$ cat src/rtl/vmx_pkg.sv
// Shared constants, codes and transfer types of the voice mixer.
package vmx_pkg;

  localparam int VOICES     = 8;
  localparam int MEM_DEPTH  = 65536;
  localparam int FADE_TICKS = 10000;

  localparam int ADDR_W  = $clog2(MEM_DEPTH);
  localparam int VIDX_W  = (VOICES > 1) ? $clog2(VOICES) : 1;
  localparam int VCNT_W  = $clog2(VOICES + 1);
  localparam int FC_W    = $clog2(FADE_TICKS + 1);
  localparam int SUM_W   = 16 + VCNT_W;
  localparam int FTERM_W = 17;
  localparam int MIX_W   = SUM_W + 2;

  localparam logic [7:0]         UNITY_LEVEL  = 8'hff;
  localparam logic [15:0]        WINDOW_RESET = 16'd3000;
  localparam logic signed [15:0] SAMPLE_MIN   = 16'sh8000;
  localparam logic signed [15:0] SAMPLE_MAX   = 16'sh7fff;

  typedef enum logic [1:0] {
    MODE_WRITE = 2'd0,
    MODE_START = 2'd1,
    MODE_FADE  = 2'd2,
    MODE_TICK  = 2'd3
  } vmx_mode_e;

  typedef enum logic [1:0] {
    STAT_DONE   = 2'd0,
    STAT_DUP    = 2'd1,
    STAT_NOFREE = 2'd2
  } vmx_status_e;

  typedef struct packed {
    logic [1:0]         mode;
    logic [15:0]        mem_address;
    logic signed [15:0] mem_data;
    logic [15:0]        effect_base;
    logic [16:0]        effect_length;
    logic [7:0]         effect_level;
    logic signed [15:0] song_sample;
    logic               song_on;
    logic signed [15:0] old_song_sample;
  } vmx_in_t;

  typedef struct packed {
    logic signed [15:0] mixed_sample;
    logic [1:0]         status;
  } vmx_out_t;

  typedef struct packed {
    logic wr_mem;
    logic start;
    logic tick;
  } vmx_vctl_t;

  typedef struct packed {
    logic                    done;
    logic [1:0]              status;
    logic signed [SUM_W-1:0] sum;
  } vmx_vstat_t;

  typedef struct packed {
    logic load;
    logic tick;
  } vmx_fctl_t;

  typedef struct packed {
    logic                      done;
    logic signed [FTERM_W-1:0] term;
  } vmx_fstat_t;

  typedef struct packed {
    logic [15:0] base;
    logic [16:0] length;
    logic [16:0] pos;
    logic [7:0]  gain;
  } vmx_voice_t;

endpackage

$ cat src/rtl/vmx_fade.sv
// Fade counter and the old-song term: one multiply, then a multiply by the fade length's reciprocal.
module vmx_fade import vmx_pkg::*; (
  input  logic               clk_i,
  input  logic               rst_ni,
  input  vmx_fctl_t          ctrl_i,
  input  logic signed [15:0] old_i,
  output vmx_fstat_t         stat_o
);

  localparam int PW = 17 + FC_W;
  localparam int QW = 16;
  localparam int SH = PW + $clog2(FADE_TICKS);
  localparam int RW = PW + 1;
  localparam logic [RW-1:0] RECIP =
    RW'(((64'd1 << SH) + 64'(FADE_TICKS) - 64'd1) / 64'(FADE_TICKS));

  logic [FC_W-1:0] fc_q;
  logic            busy_q;
  logic            done_q;
  logic            neg_q;
  logic [PW-1:0]   prod_q;
  logic [QW-1:0]   quo_q;

  logic signed [16:0] old_x;
  logic [16:0]        mag;
  logic [PW-1:0]      prod;
  logic [PW+RW-1:0]   recip_prod;

  assign old_x      = 17'(old_i);
  assign mag        = old_x[16] ? 17'(-old_x) : 17'(old_x);
  assign prod       = mag * fc_q;
  assign recip_prod = prod_q * RECIP;

  always_ff @(posedge clk_i or negedge rst_ni) begin
    if (!rst_ni) begin
      fc_q   <= '0;
      busy_q <= 1'b0;
      done_q <= 1'b0;
    end else begin
      if (ctrl_i.load) begin
        fc_q   <= FC_W'(FADE_TICKS);
        busy_q <= 1'b0;
        done_q <= 1'b0;
      end else if (ctrl_i.tick) begin
        busy_q <= (fc_q != '0);
        done_q <= (fc_q == '0);
        if (fc_q != '0) begin
          fc_q <= fc_q - FC_W'(1);
        end
      end else begin
        busy_q <= 1'b0;
        done_q <= busy_q;
      end
    end
  end

  always_ff @(posedge clk_i) begin
    if (ctrl_i.tick) begin
      prod_q <= prod;
      quo_q  <= '0;
      neg_q  <= old_i[15] && (fc_q != '0);
    end else if (busy_q) begin
      quo_q <= recip_prod[SH+QW-1:SH];
    end
  end

  assign stat_o.done = done_q;
  assign stat_o.term = neg_q ? -$signed({1'b0, quo_q}) : $signed({1'b0, quo_q});

endmodule

$ cat config.mk
export PLATFORM = sky130hd
export DESIGN_NAME = vmx_fade
export DESIGN_NICKNAME = d
export VERILOG_FILES = /design/src/rtl/vmx_pkg.sv /design/src/rtl/vmx_fade.sv
export SDC_FILE = /design/constraint.sdc
export NUM_CORES = 2
export LEC_CHECK = 0
export BUFFER_PORTS_ARGS = -buffer_cell sky130_fd_sc_hd__buf_2
export CAP_MARGIN = 10
export CORE_MARGIN = 5
export CORE_UTILIZATION = 40
export CTS_CLUSTER_SIZE = 12
export DETAILED_ROUTE_END_ITERATION = 8
export PLACE_DENSITY = 0.62
export SLEW_MARGIN = 10
export SYNTH_ARGS = -nofsm -noshare
export SYNTH_HDL_FRONTEND = slang
export SYNTH_SLANG_ARGS = --single-unit
$ cat constraint.sdc
create_clock -name clk_i -period 7 [get_ports clk_i]
set_input_delay 0.7 -clock clk_i [delete_from_list [all_inputs] [get_ports clk_i]]
set_output_delay 0.7 -clock clk_i [all_outputs]
set_load 0.02 [all_outputs]
* Word level (Yosys, flattened, before mapping) *
Index checks and enable logic that the tools add are counted.
W data, S select, Z words.

operators by class
  add/subtract/negate cells = 3
  multiply operators = 2
  multiplexer cells = 9
  reduce and logical (&&, ||, !) cells = 6

operator list
  operator                  count
  $mul A31 B32 Y61 const B  1
  $mux W14                  3
  $mux W17                  2
  $neg A16 Y17              2
  $mul A17 B14 Y31          1
  $logic_not A14 Y1         1
  $reduce_bool A14 Y1       1
  $sub A14 B1 Y14 const B   1
  $mux W1                   4
  $reduce_bool A2 Y1        2
  $reduce_and A2 Y1         1
  $logic_and A1 B1 Y1       1

storage, ports and cells
  flip-flop bits (word level) = 64
  input bits = 20
  output and inout port bits = 18
  logic and storage cells = 26

* Logic depth before layout (Yosys ltp) *
  depth in word-level cells = 4
  mapped depth = 29
  mapped depth without buffers = 28

* Worst setup path after synthesis *
OpenSTA, ideal clock, no wires.

  kind = input to register
  start point = in old_i[0]
  end point = reg prod_q[29], data pin
  setup time = 0.266 ns
  data arrival time = 7.241 ns
  data required time = 6.734 ns
  setup slack = -0.506 ns
  cell stages on the path = 27
  buffers on the path = 1
  cell sequence = inv_1 -> ha_1 -> nand2_1 -> o41ai_1 -> nand2_1 -> xor2_1 -> clkbuf_1 -> and2_1 -> fa_1 -> inv_1 -> fa_1 -> inv_1 -> fa_1 -> fa_1 -> fa_1 -> inv_1 -> fa_1 -> inv_1 -> ha_1 -> a211o_1 -> a21oi_1 -> and4b_1 -> o31ai_2 -> a211oi_1 -> a31oi_1 -> nor4b_1 -> or3b_1

on the way
  word-level cells in the longest chain between the ends = 3

ends and longest elaborated chain
  element                 RTL line        RTL
  start: declaration      vmx_fade.sv:6   input logic signed [15:0] old_i,
  $neg A16 Y17            vmx_fade.sv:30  assign mag = old_x[16] ? 17'(-old_x) : 17'(old_x);
  $mux W17 *              vmx_fade.sv:30
  $mul A17 B14 Y31 *      vmx_fade.sv:31  assign prod = mag * fc_q;
  net prod[29]            vmx_fade.sv:26  logic [PW-1:0] prod;
  end signal: assignment  vmx_fade.sv:59  prod_q <= prod;
  end: declaration        vmx_fade.sv:21  logic [PW-1:0] prod_q;

Mark *: on every way through the listed nets, which the timed path passes. The rest lies on a longest branch.
A chain may end at the register's enable or synchronous reset.

* Worst setup path in the final report *
  start point = in old_i[3]
  end point = reg prod_q[29], data pin

Same word-level chain as after synthesis.

==> impl_metrics.yaml <==
placement:
  place_congestion: 0.988
  io_buffers: 37
  dp_hpwl_um: 65200
grt:
  grt_overflow: 0
  grt_pass1_wl_um: 118000
  track_usage_pct: 20.3
  grt_max_degree: 48
  grt_pass1_vias: 21496
  antenna_found_initial: 0
synth:
  syn-cell-area_mm2: 0.0272
  synth_ff_type: "edfxtp_1"
  synth_edf_count: 32
  synth.distinct_cells: 75
  avgSynthCellArea_um2: 9.83
  synth-seq-area-share_pct: 6.17
  synth-warning-count: 0
  synth_async_sr_flop_share_pct: 25.0
  synthCells: 2771
  synth-seq-cells: 64
worst_setup_path:
  end_kind: "flip-flop"
  rr_worst_depth: 22
  setup.worst_path.end: "prod_q[29]"
  rrSetupSlack_ps: -70
  worstSetupStartpoint: "old_i[3]"
  cp_data_required_time_ps: 7080
  regToRegStartpoint: "prod_q[10]"
  path_common_cell: "fa_1"
  reg2reg_to: "quo_q[8]"
  cp_slowest_cell: "fa_2"
  cp.arrival_ps: 7190
  setup.worst_path.start_class: "input pin"
  crit_type: "input pin to flip-flop"
  critPathMaxStageDelay_ps: 560
  worstPathMaxFanout: 3
sta:
  holdWs_ps: 288
  setup_viol_count_final: 6
  relSlewSlack_pct: 41.7
  finalMaxSlewViolations: 0
  finalCritPeriodShare_pct: 102
  tightest_slew_ps: 865
  hold_viol_final: 0
  fin_crit_ps: 7110
  rsz0062_at_grt: "yes"
  timing.final.ws_setup_ps: -114
  skew_ps: 19.9
  timing.fmax_ghz: 0.141
routing:
  vias: 19741
  wirelength_um: 72700
  route.detailed.drc: 0
  ant_nets: 0
  vias_per_cell: 4.85
  wl_per_cell_um: 17.9
  firstDrtPassIters: 5
  drt_iter0_drc: 1116
run_status:
  violations: "setup timing"
  outcome: "finished, violations left"
floorplan:
  die_area_mm2: 0.0734
  num_rows: 95
  die_w_um: 271
  start_util_pct: 40.4
  die_h_um: 271
  io-pin-count: 38
  coreArea_mm2: 0.0674
layout:
  seq_area_mm2: 0.00168
  final_cell_mix: "762 x inv_1, 567 x fa_1, 402 x ha_1, 386 x buf_4, 186 x nand2_1"
  n_fill_cell: 6115
  finalNetCount: 4255
  final_common_cell: "inv_1"
  diodes: 0
  area_growth_pct: 21.5
  drive_gt1_share_pct: 21.5
  multi_input_area_mm2: 0.0235
clock_network:
  ctsRootBufferMaster: "clkbuf_16"
  insertion_delay_ps: 350
  cts.path.max_buffers: 2
  cts_tree: "done"
  hold_buffers: 0
  cts_sinks: 64
  cts.htree.levels: 3
  cts_buffers: 9
  clk_pin_slew_ps: 70
job:
  maxCapViolations: 0
hold_path:
  min_path_type: "input pin to async pin"
[flip-flops by register name, indices dropped and copies added (netlist names)]
signal  count
prod_q     31
quo_q      16
fc_q       14
busy_q      1
done_q      1
neg_q       1
[timing repair]
item	CTS	global route
endpoints found under the setup margin	20	28
resized for setup	112	153
setup buffers	47	28
pin swaps	80	90
[layer usage]
layer	vias to the layer above	wire length (um)	global-route usage (%)
met3	88	4600	4.06
met4	0	1680	4.39
met5	-	0	0
met2	475	34600	33.8
li1	9311	-	-
met1	9867	31900	27.6
[kinds of logic (layout without fill, tap and decap cells)]
| group | after synthesis | in the layout | synth area share, % |
|---|---|---|---|
| adders and majority gates | 1039 | 1039 | 64.2 |
| and+or+nand+nor | 474 | 474 | 8.72 |
| AOI/OAI and AO/OA | 263 | 263 | 6.56 |
| DFF | 64 | 64 | 6.17 |
| xor gates and xnor gates | 75 | 75 | 2.41 |
| other | 2 | 14 | 0.0276 |
| buffers and inverters | 853 | 1271 | 11.8 |
| muxes | 1 | 1 | 0.0368 |
[through the flow]
stage          TNS, ps  setup WS, ps  util (%)  cell area [um^2]  cells
4_1_cts           -125         -56.7      47.9             32300   4048
6_report          -274          -114      49.1             33100   4074
2_1_floorplan     -109          -109         -             27500   2783
3_5_place_dp     -8360          -639      46.2             31100   3988
5_1_grt          -3810          -418      49.1             33100   4074
3_3_place_gp     -7280          -528      46.2             31100   3988
[critical path: cells and delay by family]
| kind | cells | cell delay [ps] |
|---|---|---|
| compound gates | 7 | 1310 |
| xor+xnor | 1 | 110 |
| buf+inv | 7 | 570 |
| simple gates | 7 | 1330 |
| fa+ha+maj | 7 | 3170 |
[how the worst min path moves through the flow]
| stage | slack, ps | start | endpoint | cells past startpoint |
|---|---|---|---|---|
| after floorplan | 400 | rst_ni | busy_q | 0 |
| after global placement | 510 | quo_q[1] | quo_q[1] | 2 |
| after detailed placement | 510 | quo_q[1] | quo_q[1] | 2 |
| after CTS | 280 | rst_ni | fc_q[3] | 1 |
| after global routing | 310 | rst_ni | fc_q[3] | 1 |
| final | 290 | rst_ni | fc_q[3] | 1 |
[synth_stat cells, types with 3 or more instances]
cell type / instances / area share, %
nor2_1: 51 / 0.70
nor3b_1: 6 / 0.17
nor2b_1: 9 / 0.21
a41o_1: 3 / 0.11
nand2b_1: 20 / 0.46
o41ai_1: 5 / 0.16
xnor2_1: 53 / 1.7
or4_4: 3 / 0.12
a211oi_1: 11 / 0.30
fa_1: 599 / 44
o22ai_1: 4 / 0.092
a21o_1: 38 / 1.0
nand3b_1: 7 / 0.19
nand4_1: 7 / 0.16
a21boi_0: 4 / 0.11
and2_1: 91 / 2.1
inv_1: 799 / 11
nand3_1: 20 / 0.37
or4_1: 3 / 0.083
xor2_1: 22 / 0.71
o211ai_1: 12 / 0.33
or2_2: 4 / 0.092
o32ai_1: 3 / 0.096
or3_1: 14 / 0.32
o31a_1: 3 / 0.096
clkbuf_1: 47 / 0.65
o21a_1: 12 / 0.33
o21ai_0: 47 / 0.86
a31oi_1: 10 / 0.23
a211o_1: 7 / 0.23
ha_1: 440 / 20
dfrtp_1: 16 / 1.5
buf_2: 4 / 0.074
edfxtp_1: 32 / 3.5
o21bai_1: 3 / 0.083
and3_1: 11 / 0.25
a21oi_1: 65 / 1.2
nor4_1: 5 / 0.11
o31ai_1: 8 / 0.22
dfxtp_1: 16 / 1.2
nor3_1: 16 / 0.29
nand2_1: 197 / 2.7
[final cells by class]
class | instances | share of cell area, %
multi-input combinational | 1866 | 71.1
timing repair buffer | 456 | 10.6
inverter | 799 | 9.09
sequential | 64 | 5.08
tap | 873 | 3.30
clock buffer | 10 | 0.756
clock inverter | 6 | 0.144
Power is not shown: default switching activity piles up to over one toggle a cycle in this logic, so the estimate is an artifact.
